### src/design/ihrc_pkg.sv
// ---------------------------------------------------------------------------
// IPv4 header receive checker package
// Word types, verdict codes and the ones'-complement fold.
// ---------------------------------------------------------------------------
package ihrc_pkg;

   typedef struct packed {
      logic [31:0] word;
      logic        last;
   } req_word_type;

   typedef struct packed {
      logic        result_kind;
      logic [2:0]  verdict;
      logic [3:0]  header_words;
      logic [31:0] payload_word;
      logic        payload_last;
   } rsp_word_type;

   localparam logic       KIND_VERDICT = 1'b0;
   localparam logic       KIND_PAYLOAD = 1'b1;

   localparam logic [2:0] VERDICT_OK       = 3'd0;
   localparam logic [2:0] VERDICT_CHECKSUM = 3'd1;
   localparam logic [2:0] VERDICT_TTL      = 3'd2;
   localparam logic [2:0] VERDICT_VERSION  = 3'd3;
   localparam logic [2:0] VERDICT_HDR_LEN  = 3'd4;
   localparam logic [2:0] VERDICT_DEST     = 3'd5;

   localparam logic [3:0]  IHL_MIN      = 4'd5;
   localparam logic [3:0]  VERSION_IPV4 = 4'd4;
   localparam logic [15:0] SUM_GOOD     = 16'hffff;

   localparam logic [3:0] IDX_VERSION = 4'd0;
   localparam logic [3:0] IDX_TTL     = 4'd2;
   localparam logic [3:0] IDX_DEST    = 4'd4;

   function automatic logic [15:0] fold16(input logic [15:0] acc, input logic [15:0] half);
      logic [16:0] s;
      s = {1'b0, acc} + {1'b0, half};
      fold16 = s[15:0] + {15'd0, s[16]};
   endfunction

endpackage

### src/design/ipv4_header_receive_checker_unit.sv
// ---------------------------------------------------------------------------
// IPv4 header receive checker
// A result word, if any, is valid in the cycle after its input is accepted.
// Throughput: one input word per cycle; the result register is the only stage
// and the input is taken whenever it is empty or being drained.
// Reset: synchronous, active high; clears the header state, the packet phase,
// the local address and the result valid.
// ---------------------------------------------------------------------------
module ipv4_header_receive_checker_unit (
   input  logic                  clock,
   input  logic                  reset,
   input  logic                  req_valid,
   output logic                  req_ready,
   input  ihrc_pkg::req_word_type req_data,
   output logic                  rsp_valid,
   input  logic                  rsp_ready,
   output ihrc_pkg::rsp_word_type rsp_data,
   input  logic                  csr_we,
   input  logic [31:0]           csr_wdata
);
   import ihrc_pkg::*;

   typedef enum logic [1:0] {
      PHASE_HEADER,
      PHASE_PAYLOAD,
      PHASE_DROP
   } phase_type;

   phase_type    phase_ff, phase_in;
   logic [3:0]   word_count_ff, word_count_in;
   logic [15:0]  sum_ff, sum_in;
   logic [3:0]   ihl_ff, ihl_in;
   logic [3:0]   version_ff, version_in;
   logic         ttl_zero_ff, ttl_zero_in;
   logic         dest_miss_ff, dest_miss_in;
   logic [31:0]  local_addr_ff;
   logic         rsp_valid_ff, rsp_valid_in;
   rsp_word_type rsp_data_ff, rsp_data_in;

   logic         accept;
   logic         emit;
   logic [15:0]  sum_hi;
   logic [15:0]  sum_new;
   logic [3:0]   ihl_cur;
   logic [3:0]   version_cur;
   logic         ttl_cur;
   logic         dest_cur;
   logic [3:0]   span;
   logic         done;
   logic [2:0]   verdict;

   assign req_ready = !rsp_valid_ff || rsp_ready;
   assign accept    = req_valid && req_ready;
   assign rsp_valid = rsp_valid_ff;
   assign rsp_data  = rsp_data_ff;

   always_comb begin
      version_cur = (word_count_ff == IDX_VERSION) ? req_data.word[31:28] : version_ff;
      ihl_cur     = (word_count_ff == IDX_VERSION) ? req_data.word[27:24] : ihl_ff;
      sum_hi      = fold16(sum_ff, req_data.word[31:16]);
      sum_new     = fold16(sum_hi, req_data.word[15:0]);
      ttl_cur     = (word_count_ff == IDX_TTL) ? (req_data.word[31:24] == 8'd0) : ttl_zero_ff;
      dest_cur    = (word_count_ff == IDX_DEST) ? (req_data.word != local_addr_ff)
                                                 : dest_miss_ff;
      span        = (ihl_cur < IHL_MIN) ? IHL_MIN : ihl_cur;
      done        = ({1'b0, word_count_ff} + 5'd1) >= {1'b0, span};

      if (sum_new != SUM_GOOD) begin
         verdict = VERDICT_CHECKSUM;
      end else if (ttl_cur) begin
         verdict = VERDICT_TTL;
      end else if (version_cur != VERSION_IPV4) begin
         verdict = VERDICT_VERSION;
      end else if ((ihl_cur < IHL_MIN) || !done) begin
         verdict = VERDICT_HDR_LEN;
      end else if (dest_cur) begin
         verdict = VERDICT_DEST;
      end else begin
         verdict = VERDICT_OK;
      end
   end

   always_comb begin
      phase_in      = phase_ff;
      word_count_in = word_count_ff;
      sum_in        = sum_ff;
      ihl_in        = ihl_ff;
      version_in    = version_ff;
      ttl_zero_in   = ttl_zero_ff;
      dest_miss_in  = dest_miss_ff;
      emit          = 1'b0;
      rsp_data_in   = rsp_data_ff;
      rsp_valid_in  = rsp_valid_ff && !rsp_ready;

      if (accept) begin
         case (phase_ff)
            PHASE_PAYLOAD: begin
               emit                     = 1'b1;
               rsp_data_in.result_kind  = KIND_PAYLOAD;
               rsp_data_in.verdict      = VERDICT_OK;
               rsp_data_in.header_words = ihl_ff;
               rsp_data_in.payload_word = req_data.word;
               rsp_data_in.payload_last = req_data.last;
               if (req_data.last) begin
                  phase_in = PHASE_HEADER;
               end
            end
            PHASE_HEADER: begin
               ihl_in     = ihl_cur;
               version_in = version_cur;
               if (!done && !req_data.last) begin
                  word_count_in = word_count_ff + 4'd1;
                  sum_in        = sum_new;
                  ttl_zero_in   = ttl_cur;
                  dest_miss_in  = dest_cur;
               end else begin
                  emit                     = 1'b1;
                  rsp_data_in.result_kind  = KIND_VERDICT;
                  rsp_data_in.verdict      = verdict;
                  rsp_data_in.header_words = ihl_cur;
                  rsp_data_in.payload_word = 32'd0;
                  rsp_data_in.payload_last = 1'b0;
                  word_count_in            = 4'd0;
                  sum_in                   = 16'd0;
                  version_in               = 4'd0;
                  ttl_zero_in              = 1'b0;
                  dest_miss_in             = 1'b0;
                  if (req_data.last) begin
                     phase_in = PHASE_HEADER;
                  end else if (verdict == VERDICT_OK) begin
                     phase_in = PHASE_PAYLOAD;
                  end else begin
                     phase_in = PHASE_DROP;
                  end
               end
            end
            default: begin
               if (req_data.last) begin
                  phase_in = PHASE_HEADER;
               end
            end
         endcase
         if (emit) begin
            rsp_valid_in = 1'b1;
         end
      end
   end

   always_ff @(posedge clock) begin
      if (reset) begin
         phase_ff      <= PHASE_HEADER;
         word_count_ff <= 4'd0;
         sum_ff        <= 16'd0;
         ihl_ff        <= 4'd0;
         version_ff    <= 4'd0;
         ttl_zero_ff   <= 1'b0;
         dest_miss_ff  <= 1'b0;
         local_addr_ff <= 32'd0;
         rsp_valid_ff  <= 1'b0;
      end else begin
         phase_ff      <= phase_in;
         word_count_ff <= word_count_in;
         sum_ff        <= sum_in;
         ihl_ff        <= ihl_in;
         version_ff    <= version_in;
         ttl_zero_ff   <= ttl_zero_in;
         dest_miss_ff  <= dest_miss_in;
         rsp_valid_ff  <= rsp_valid_in;
         if (csr_we) begin
            local_addr_ff <= csr_wdata;
         end
      end
   end

   always_ff @(posedge clock) begin
      rsp_data_ff <= rsp_data_in;
   end

endmodule

### config.mk
export PLATFORM = sky130hd
export DESIGN_NAME = ipv4_header_receive_checker_unit
export DESIGN_NICKNAME = d
export VERILOG_FILES = /design/src/design/ihrc_pkg.sv /design/src/design/ipv4_header_receive_checker_unit.sv
export SDC_FILE = /design/constraint.sdc
export NUM_CORES = 1
export LEC_CHECK = 0
export ABC_AREA = 0
export BUFFER_PORTS_ARGS = -buffer_cell sky130_fd_sc_hd__buf_4
export CAP_MARGIN = 0
export CORE_MARGIN = 5
export CORE_UTILIZATION = 35
export DETAILED_ROUTE_END_ITERATION = 8
export PLACE_DENSITY = 0.55
export REMOVE_ABC_BUFFERS = 1
export SETUP_SLACK_MARGIN = 0.15
export SYNTH_ARGS = -nofsm -noshare
export SYNTH_HDL_FRONTEND = slang
export SYNTH_SLANG_ARGS = --single-unit
### constraint.sdc
create_clock -name clock -period 9.1 [get_ports clock]
set_input_delay 1.82 -clock clock [delete_from_list [all_inputs] [get_ports clock]]
set_output_delay 1.82 -clock clock [all_outputs]
set_load 0.005 [all_outputs]
; ---- Word-level counts from Yosys, hierarchy flattened
; Index checks and enable logic that the tools add are counted.
[totals]
in_bits = 70
ramBits = 0
output_inout_bits = 43
word_cells = 74
rom_bits = 0
latch_bits = 0
ff_bits = 106
memories = 0
[classes]
n_reduce_logical = 18
mux = 27
order_cmp = 2
mul = 0
bitwise = 0
n_div = 0
eq_ne = 7
shift = 0
addsub = 6
[op_table]
columns = cell, n
row1 = 41-bit one-hot mux with 2 select lines, 1
row2 = 41-bit 2-to-1 mux, 1
row3 = 16-bit by 16-bit adder with 17-bit output, 2
row4 = 16-bit by 1-bit adder with 16-bit output, 2
row5 = 32-bit != test, 1
row6 = 4-bit 2-to-1 mux, 5
row7 = 16-bit 2-to-1 mux, 1
row8 = "16-bit != test, second input constant", 1
row9 = 3-bit 2-to-1 mux, 5
row10 = 2-bit 2-to-1 mux, 5
row11 = 8-bit zero test, 1
row12 = 1-bit 2-to-1 mux, 8
row13 = 3-bit AND reduction, 2
row14 = "4-bit by 1-bit adder with 5-bit output, second input constant", 1
row15 = 5-bit by 4-bit greater-or-equal comparator with 1-bit output, 1
row16 = "4-bit by 1-bit adder with 4-bit output, second input constant", 1
row17 = "4-bit by 2-bit == test with 1-bit output, second input constant", 1
row18 = "4-bit by 3-bit == test with 1-bit output, second input constant", 1
row19 = 1-bit zero test, 4
row20 = 4-bit zero test, 1
row21 = "4-bit by 3-bit < comparator with 1-bit output, second input constant", 1
row22 = "4-bit by 3-bit != test with 1-bit output, second input constant", 1
row23 = 2-bit nonzero test, 2
row24 = 1-bit logical AND, 3
row25 = other kinds (7), 8

; ---- Longest topological paths before layout
; Gate-level depths: netlist of the first run.
[depth]
word_depth = 16
depth_mapped = 34
mapped_depth_nobuf = 34

; ---- Worst setup path before layout of the first run
; No wires, ideal clock.
[synth_path]
path_kind = input port to flip-flop
startpoint = input req_data[17] (netlist name)
endpoint = register rsp_data_ff, in the netlist rsp_data[37], data pin
slack_ns = 0.834
required_time_ns = 8.841
cell_stages = 32
setup_ns = 0.259
arrival_time_ns = 8.007
n_path_buf = 0
cell_sequence = ha_1 -> inv_1 -> fa_1 -> nor2b_1 -> o21a_1 -> o21ai_0 -> a211o_1 -> a31oi_1 -> a21o_1 -> a21oi_1 -> o21ai_0 -> ha_1 -> and3_1 -> and4_1 -> nand4_1 -> nor4b_1 -> nand3_1 -> xnor2_1 -> ha_1 -> nand2_1 -> o21ai_0 -> a21oi_1 -> o21bai_1 -> ha_1 -> ha_1 -> nand2_1 -> nor3_1 -> nand3_2 -> o41a_1 -> nor4_1 -> o21bai_1 -> o31a_1
[synth_via]
elab_chain_len = 9
elab_cells_between_ends = 14
cone_classes = add/sub (4) / eq/ne (2) / mux (8)
[synth_lines]
columns = item, line_no
row1 = from (decl), ipv4_header_receive_checker_unit.sv:14  ; input ihrc_pkg::req_word_type req_data,
row2 = "parallel branches: the longest is 6 deep, another holds 16-bit by 16-bit adder with 17-bit output", -
row3 = 3-bit 2-to-1 mux *, ipv4_header_receive_checker_unit.sv:68  ; if (sum_new != SUM_GOOD) begin
row4 = 41-bit 2-to-1 mux *, ipv4_header_receive_checker_unit.sv:111  ; if (!done && !req_data.last) begin
row5 = 41-bit one-hot mux with 2 select lines *, ipv4_header_receive_checker_unit.sv:96  ; case (phase_ff)
row6 = to (signal assigned), ipv4_header_receive_checker_unit.sv:176  ; rsp_data_ff <= rsp_data_in;
row7 = to (decl), ipv4_header_receive_checker_unit.sv:38  ; rsp_word_type rsp_data_ff, rsp_data_in;
; Every way passes the cells marked *. The select of a mux whose other input is x is not followed.
; A chain may end at the register's enable or synchronous reset.

; ---- Worst setup path after layout of the first run
; Same ends and word-level chain as after synthesis.

==> out/qor.csv, run 1 <==
metric,value,unit
startpoint,req_data[17],
n_antenna_cell,0,
total_power,0.001772,W
routabilityCongestion,0.8189,
status,"finished, final reports clean",
fin_skew,7.761,ps
postLayoutCellArea,8174,um2
io_buffers,112,
synth_compound_area_share,13.94,%
synth_edf_count,41,
cap_violations,0,
async_flop_share,0,%
r2r_slack,1940,ps
dp_hpwl,15020,um
regArea,2532,um2
synth-seq-area-share,37.62,%
rr_worst_depth,34,
multiInputGateArea,4075,um2
leakagePower,3.470,nW
grtUsageTotal,17.66,%
peakVddDrop,0.00009548,V
synthMuxAreaShare,5.874,%
grt_overflow_total,0,
die-area,22110,um2
h-tree-depth,3,
wl_per_cell,18.09,um
max_freq,119.2,MHz
worstHoldPathCells,2,
end_kind,flop,
clkLatencyLatePin,350,ps
synth-xor-area-share,11.19,%
clk_pin_slew,70,ps
placedCellCount,1068,
placementRows,50,
rsz0062_at_grt,yes,
start_util,35.75,%
timing.critical_path.mode_cell,ha_1,
die_w,148.7,um
grt_pass1_wl,30690,um
via_per_inst,5.225,
fin_crit,8386,ps
routed_wl,19610,um
nets,937,
hp-class,reg2reg,
finalCritPeriodShare,92.16,%
finalHoldViolations,0,
report.final.slew_viol_count,0,
yosys_most_used_dff,dfxtp_1,
netlist_area,6731,um2
die_h,148.7,um
p_per_area,216.8,nW/um2
cts_root_buffer,clkbuf_16,
cts_sinks,106,
syn_inst,714,
vias,5664,
critPathMaxStageDelay,400,ps
setup_viol,0,
fillerInstances,1866,
dpl_cell_area,7856,um2
grt_pass1_vias,5501,
cts_inserted_buffers,9,
drt-initial-drc-count,365,
drtAntennaViolNets,0,
ys_ff_latch,106,
drive_gt1_share,18.33,%
path_max_fanout,5,
tightestPinTransition,987.9,ps
grt_antenna_before_repair,3,
rr_startpoint,sum_ff[0],
area_growth_syn_to_layout,21.43,%
syn_area_per_cell,9.428,um2
hold_path_startpoint,sum_ff[14],
drc_errors,0,
critPathLaunchType,input pin,
yosys.area_share.adder,9.145,%
clockBufferDepth,2,
grt_max_degree,66,
stdcell_count,1084,
yosys.cell_types.count,61,
coreArea,18830,um2
dr.pass1.iters,5,
cpMaxStageDelayCell,fa_1,
synthSimpleGateAreaFrac,19.96,%
holdBufCountCts,0,
cts_tree,done,
relSlewSlack,34.06,%
yosysWarnings,0,
synth_top_family_by_area,simple AND/OR/NAND/NOR gates,
path_class,in2reg,
crit_arrival,8490,ps
crit_required,9210,ps
finalSetupTns,0,ps
io_pins,113,
cts_setup_buffers,0,
power by group:
group	total (W)	switching, W	internal (W)	leakage (nW)
sequential	0.000546	0.0000183	0.000527	0.934
combinational	0.000834	0.000502	0.000332	2.40
clock	0.000392	0.000179	0.000213	0.137
total	0.00177	0.000699	0.00107	3.47
kinds of logic (layout without fill, tap and decap cells):
kind of cell             count (synthesis)  count (layout)
multiplexers                            39              39
flip-flops                             106             106
AO/OA/AOI/OAI                          136             136
adder cells (fa/ha/maj)                 48              48
AND/OR/NAND/NOR                        259             259
XOR/XNOR                                86              86
buffers and inverters                   40             150
layout by cell type, fill, tap and decap left out, drive strengths merged, types with 5 or more instances in the layout:
cell       n
a2111oi    6
a211oi     6
a21o      13
a21oi     28
a22oi     23
a31oi      9
and2      38
and3      13
and4       6
buf      118
clkbuf     9
dfxtp     65
edfxtp    41
ha        46
inv       16
mux2i     35
nand2     37
nand3     20
nand4     12
nor2      77
nor2b      5
nor3      14
nor4      12
o21ai     20
or3        9
xnor2     56
xor2      30
timing repair:
action,in CTS,in global routing
gates resized for setup,0,7
endpoints found under the hold margin,0,0
setup endpoints to repair,0,7
critical path, delay by kind of cell:
kind,cells,cell delay (ps)
adders and majority gates,6,1510
buffers and inverters,2,150
xor gates and xnor gates,2,360
AOI/OAI and AO/OA,15,3030
and+or+nand+nor,10,1640
sequential cells by signal, summed over array words and instances (netlist names):
name and count:
rsp_data 41, ihl_ff 4, version_ff 4, word_count_ff 4
dest_miss_ff 1, phase_ff 2, local_addr_ff 32, sum_ff 16
rsp_valid 1, ttl_zero_ff 1
layout make-up:
class / count / share of cell area (%)
clock inverter: 7 / 0.8572
tap: 260 / 3.980
multi-input combinational: 568 / 49.85
clock buffer: 9 / 2.755
timing repair buffer: 118 / 10.84
inverter: 16 / 0.7347
sequential: 106 / 30.98
stage by stage:
stage | hold slack [ps] | utilization (%) | setup WS (ps)
after global routing | 492.9 | 43.41 | 115.0
after CTS | 471.9 | 43.29 | 282.1
after detailed placement | 463.4 | 41.72 | -83.69
final | 472.0 | 43.41 | 713.7
after floorplan | 429.5 | - | 834.0
after global placement | 445.3 | 41.72 | 149.4
Yosys cell counts (6+ instances only):
master / count / area [um2]
a21o_1: 13 / 97.59
or3_1: 9 / 56.30
dfxtp_1: 65 / 1301
edfxtp_1: 41 / 1231
xor2_1: 30 / 262.8
and2_1: 38 / 237.7
clkbuf_1: 18 / 67.56
a22oi_1: 23 / 172.7
nand3_1: 19 / 95.09
nand2_1: 37 / 138.9
a31oi_1: 9 / 56.30
nor4_1: 11 / 68.82
nor3_1: 14 / 70.07
inv_1: 16 / 60.06
mux2i_1: 35 / 350.3
nor2_1: 77 / 289.0
nand4_1: 11 / 68.82
and3_1: 13 / 81.33
ha_1: 46 / 575.6
o21ai_0: 19 / 95.09
xnor2_1: 56 / 490.5
and4_1: 6 / 52.55
a21oi_1: 28 / 140.1
worst paths after layout:
path / end
max: rsp_data[37]
min: sum_ff[14]
max reg2reg: rsp_data[37]
min reg2reg: sum_ff[14]
per-layer routing:
layer	track usage [%]	part of all wire [%]	routed length, um
met2	27.37	44	8678
met4	3.649	0.84	164
met5	0	0	0
met3	2.041	5.3	1043
met1	26.47	50	9726
Note: power is estimated with default switching activity, not from simulation.
==> run 2: changes to the inputs <==
--- a/config.mk
+++ b/config.mk
@@ -6,13 +6,12 @@
 export NUM_CORES = 1
 export LEC_CHECK = 0
 export ABC_AREA = 0
-export BUFFER_PORTS_ARGS = -buffer_cell sky130_fd_sc_hd__buf_4
 export CAP_MARGIN = 0
 export CORE_MARGIN = 5
 export CORE_UTILIZATION = 35
 export DETAILED_ROUTE_END_ITERATION = 8
-export PLACE_DENSITY = 0.55
-export REMOVE_ABC_BUFFERS = 1
+export DONT_BUFFER_PORTS = 1
+export PLACE_DENSITY = 0.5
 export SETUP_SLACK_MARGIN = 0.15
 export SYNTH_ARGS = -nofsm -noshare
 export SYNTH_HDL_FRONTEND = slang
==> run 2 against run 1 <==
  * Maximum frequency barely moved
  * Non-clock buffer count decreased by 114
  * Critical path depth is 1 lower
  * Largest cell class unchanged
  * Total power up 0.66%
  * Highest routed layer is now met5
==> out/qor.csv, run 2 (synthesized netlist as in run 1, its figures left out) <==
metric,value,unit
h-tree-depth,3,
placementRows,50,
drive_gt1_share,5.634,%
p_per_area,241.9,nW/um2
report.final.slew_viol_count,0,
crit_cells,34,
grt_antenna_before_repair,2,
clkLatencyLatePin,350,ps
p_switching,0.0006861,W
rsz0062_at_grt,no,
r2r_end,rsp_data[37],
start_util,35.75,%
relSlewSlack,35.08,%
cts_sinks,106,
rr_worst_depth,34,
cts_root_buffer,clkbuf_16,
leakagePower,2.947,nW
max_freq,119.2,MHz
grtUsageTotal,17.60,%
critPathLaunchType,input pin,
total_power,0.001784,W
grt_pass1_wl,30280,um
die-area,22110,um2
grt_max_degree,66,
wl_per_cell,20.09,um
rr_startpoint,sum_ff[0],
routed_wl,19490,um
cts_tree,done,
crit_arrival,8490,ps
nets,823,
final_common_cell,nor2_1,
final_cell_mix,"nor2_1 (77), dfxtp_1 (65), xnor2_1 (56)",
largest_register_ffs,41,
cap_violations,0,
routabilityCongestion,0.8401,
worstHoldPathCells,2,
area_growth_syn_to_layout,9.535,%
die_h,148.7,um
clk_pin_slew,70,ps
io_buffers,0,
post-place-ws,-78.84,ps
clockPowerShare,25.0,%
n_antenna_cell,0,
dr.pass1.iters,5,
critPathBufInv,1,
crit_required,9200,ps
worstHoldEndpoint,sum_ff[14],
cts_inserted_buffers,9,
fin_skew,7.062,ps
end_kind,flop,
p_int,0.001098,W
switching_share,38.46,%
finalCritPeriodShare,92.16,%
tightestPinTransition,972.8,ps
grt_overflow_total,0,
peakVddDrop,0.00008158,V
fillerInstances,1857,
cp_top_family,compound AO/OA/AOI/OAI gates,
die_w,148.7,um
io_pins,113,
final_core_util,39.16,%
p_seq_share,30.8,%
timing.critical_path.mode_cell,ha_1,
path_max_fanout,5,
critPathMaxStageDelay,430,ps
path_class,in2reg,
hp-class,reg2reg,
dp_hpwl,15230,um
via_per_inst,5.471,
r2r_slack,1810,ps
grt_pass1_vias,5235,
synthesis.nets,832,
clockBufferDepth,2,
status,"finished, final reports clean",
hold_path_startpoint,sum_ff[14],
drtAntennaViolNets,0,
pwr-share-comb,44.2,%
fin_crit,8387,ps
finalHoldViolations,0,
coreArea,18830,um2
vias,5307,
drc_errors,0,
cpMaxStageDelayCell,o41a_1,
setup_ws,713.4,ps
setup_viol,0,
drt-initial-drc-count,285,
-- run 2: cell types whose count changed in the layout (fill, tap and decap cells not counted), sizes merged --
cell	delta
bufinv	+2
buf	-114
clkinv	-1
clkbuf	+1
clkinvlp	-2
-- run 2: worst max path at each step --
stage / start / endpoint
6_report: req_data[17] / rsp_data[37]
5_1_grt: req_data[17] / rsp_data[37]
4_1_cts: req_data[17] / rsp_data[37]
3_5_place_dp: req_data[17] / rsp_data[37]
3_3_place_gp: req_data[17] / rsp_data[37]
2_1_floorplan: req_data[17] / rsp_data[37]
-- run 2: worst min-delay path, cell delays in order (launching register included) --
cell,delay [ps]
dfxtp_1,330
nand2_1,60
a21oi_1,50
-- run 2: metrics by stage --
step	hold slack, ps	setup TNS (ps)	instances	cell area (um2)
after detailed placement	469.3	-78.84	954	7000
after CTS	477.4	0	970	7342
after global routing	515.8	0	970	7373
after floorplan	435.6	0	714	6731
final	473.1	0	970	7373
after global placement	470.6	0	954	7000
-- run 2: cell type report --
cell class | instances | area (um2) | area share, %
clock inverter | 6 | 112.6 | 1.527
tap | 260 | 325.3 | 4.412
multi-input combinational | 568 | 4084 | 55.39
inverter | 16 | 60.06 | 0.8145
clock buffer | 10 | 229.0 | 3.105
timing repair buffer | 4 | 30.03 | 0.4073
sequential | 106 | 2532 | 34.35
-- run 2: metal layers --
metal,track usage (%),share of wire (%)
met1,23.33,44
met4,4.157,1.6
met2,28.89,47
met5,0,0.072
met3,4.479,7.0
-- run 2: timing repair --
item / CTS / global route
setup endpoints to repair: 0 / 7
hold buffers: 0 / 0
resized for setup: 0 / 9
buffers inserted: 0 / 0
-- run 2: power groups by stage --
stage | Sequential (W) | Clock [W] | Combinational [W]
floorplan | 0.000553 | 0 | 0.000591
global placement | 0.000560 | 0 | 0.000757
detailed placement | 0.000560 | 0 | 0.000762
CTS | 0.000550 | 0.000456 | 0.000769
global route | 0.000553 | 0.000480 | 0.000866
finish | 0.000550 | 0.000446 | 0.000788
==> run 3: changes to the inputs <==
--- a/config.mk
+++ b/config.mk
@@ -11,7 +11,7 @@
 export CORE_UTILIZATION = 35
 export DETAILED_ROUTE_END_ITERATION = 8
 export DONT_BUFFER_PORTS = 1
-export PLACE_DENSITY = 0.5
+export PLACE_DENSITY_LB_ADDON = 0.08
 export SETUP_SLACK_MARGIN = 0.15
 export SYNTH_ARGS = -nofsm -noshare
 export SYNTH_HDL_FRONTEND = slang
==> constraint.sdc (replaced) <==
create_clock -name clock -period 9.4 [get_ports clock]
set_input_delay 1.88 -clock clock [delete_from_list [all_inputs] [get_ports clock]]
set_output_delay 1.88 -clock clock [all_outputs]
set_load 0.005 [all_outputs]
==> run 3 against run 2 <==
  * Flip-flop and latch count unchanged
  * Critical path depth unchanged
  * Setup slack improved by 88 ps
  * Global-route usage increased by 0.39 points
  * Total power decreased by 5.5%
  * Critical endpoint unchanged
  * Highest routed layer is now met4
==> out/qor.csv, run 3 (synthesized netlist as in run 1, its figures left out) <==
metric,value,unit
die_h,148.7,um
grt_overflow_total,0,
path_class,in2reg,
hold_path_startpoint,sum_ff[14],
area_growth_syn_to_layout,8.885,%
wl_per_cell,20.71,um
routabilityCongestion,0.8711,
cpMaxStageDelayCell,o41a_1,
startpoint,req_data[17],
clk_pin_slew,90,ps
die_w,148.7,um
clockBufferDepth,2,
io_buffers,0,
finalCritPeriodShare,91.47,%
crit_required,9530,ps
placementRows,50,
total_power,0.001686,W
final_common_cell,nor2_1,
tightestPinTransition,936.3,ps
relSlewSlack,37.51,%
synthesis.nets,832,
grt_max_degree,66,
final_cell_mix,"nor2_1 (77), dfxtp_1 (65), xnor2_1 (56)",
cts_sinks,106,
p_per_area,230.1,nW/um2
rr_startpoint,sum_ff[0],
cts_setup_buffers,0,
end_kind,flop,
timing.critical_path.mode_cell,ha_1,
setup_viol,0,
finalHoldViolations,0,
fillerInstances,1903,
grtUsageTotal,18.00,%
h-tree-depth,3,
finalSetupTns,0,ps
cap_violations,0,
die-area,22110,um2
drtAntennaViolNets,0,
cts_tree,done,
fin_skew,13.37,ps
routed_wl,20090,um
nets,823,
drc_errors,0,
dr.pass1.iters,5,
cts_inserted_buffers,9,
report.final.slew_viol_count,0,
r2r_slack,1950,ps
peakVddDrop,0.00007892,V
via_per_inst,5.441,
drt-initial-drc-count,257,
clkLatencyLatePin,360,ps
fin_crit,8598,ps
hp-class,reg2reg,
grt_pass1_vias,5108,
crit_arrival,8720,ps
rsz0062_at_grt,no,
max_freq,116.3,MHz
critPathMaxStageDelay,430,ps
coreArea,18830,um2
io_pins,113,
start_util,35.75,%
n_antenna_cell,0,
dp_hpwl,15760,um
grt_antenna_before_repair,0,
vias,5278,
grt_pass1_wl,30420,um
leakagePower,2.932,nW
path_max_fanout,5,
largest_register_ffs,41,
status,"finished, final reports clean",
cts_root_buffer,clkbuf_16,
drive_gt1_share,5.352,%
critPathLaunchType,input pin,
run 3: cell count changes in the layout (fill, tap and decap cells not counted), sizes merged:
cell    delta
bufinv     -3
clkbuf     -1
inv        +4
run 3: metal layers:
layer / track usage, % / part of all wire, % / up-vias / wire (um)
li1: - / - / 2590 / -
met1: 24.36 / 47 / 2532 / 9449
met2: 29.03 / 46 / 136 / 9272
met3: 4.174 / 5.3 / 20 / 1057
met4: 4.619 / 1.5 / 0 / 309
met5: 0 / 0 / - / 0
run 3: area by class of cell:
| class | count | area (um2) | area share (%) |
|---|---|---|---|
| timing repair buffer | 4 | 30.03 | 0.4097 |
| tap | 260 | 325.3 | 4.438 |
| clock inverter | 7 | 88.84 | 1.212 |
| clock buffer | 9 | 225.2 | 3.073 |
| sequential | 106 | 2532 | 34.55 |
| inverter | 16 | 60.06 | 0.8194 |
| multi-input combinational | 568 | 4068 | 55.50 |
run 3: where the power goes:
group | switching, W | total, W | leakage [nW] | internal, W
registers | 0.0000215 | 0.000532 | 0.934 | 0.000511
logic | 0.000468 | 0.000756 | 1.84 | 0.000288
clock network | 0.000204 | 0.000398 | 0.153 | 0.000194
run 3: repair_timing:
| action | CTS | global route |
|---|---|---|
| endpoints found under the setup margin | 0 | 6 |
| gates resized for setup | 0 | 4 |
| hold buffers | 0 | 0 |
run 3: final timing paths:
kind / endpoint / cells past startpoint
max: rsp_data[37] / 34
min reg2reg: sum_ff[14] / 2
min: sum_ff[14] / 2
max reg2reg: rsp_data[37] / 34
run 3: critical path: cells and delay by family:
| kind | cells | cell delay [ps] |
|---|---|---|
| simple gates | 9 | 1710 |
| fa+ha+maj | 6 | 1550 |
| compound gates | 17 | 3400 |
| xor+xnor | 1 | 110 |
| buf+inv | 1 | 60 |
run 3: stage by stage:
stage	cell area [um2]	util [%]	hold WS [ps]	instances	setup WS [ps]
3_5_place_dp	7000	37.18	477.6	954	140.3
3_3_place_gp	7000	37.18	470.7	954	425.2
2_1_floorplan	6731	-	435.6	714	1074
4_1_cts	7315	38.84	489.5	970	492.7
5_1_grt	7330	38.92	501.2	970	197.7
6_report	7330	38.92	480.5	970	801.8
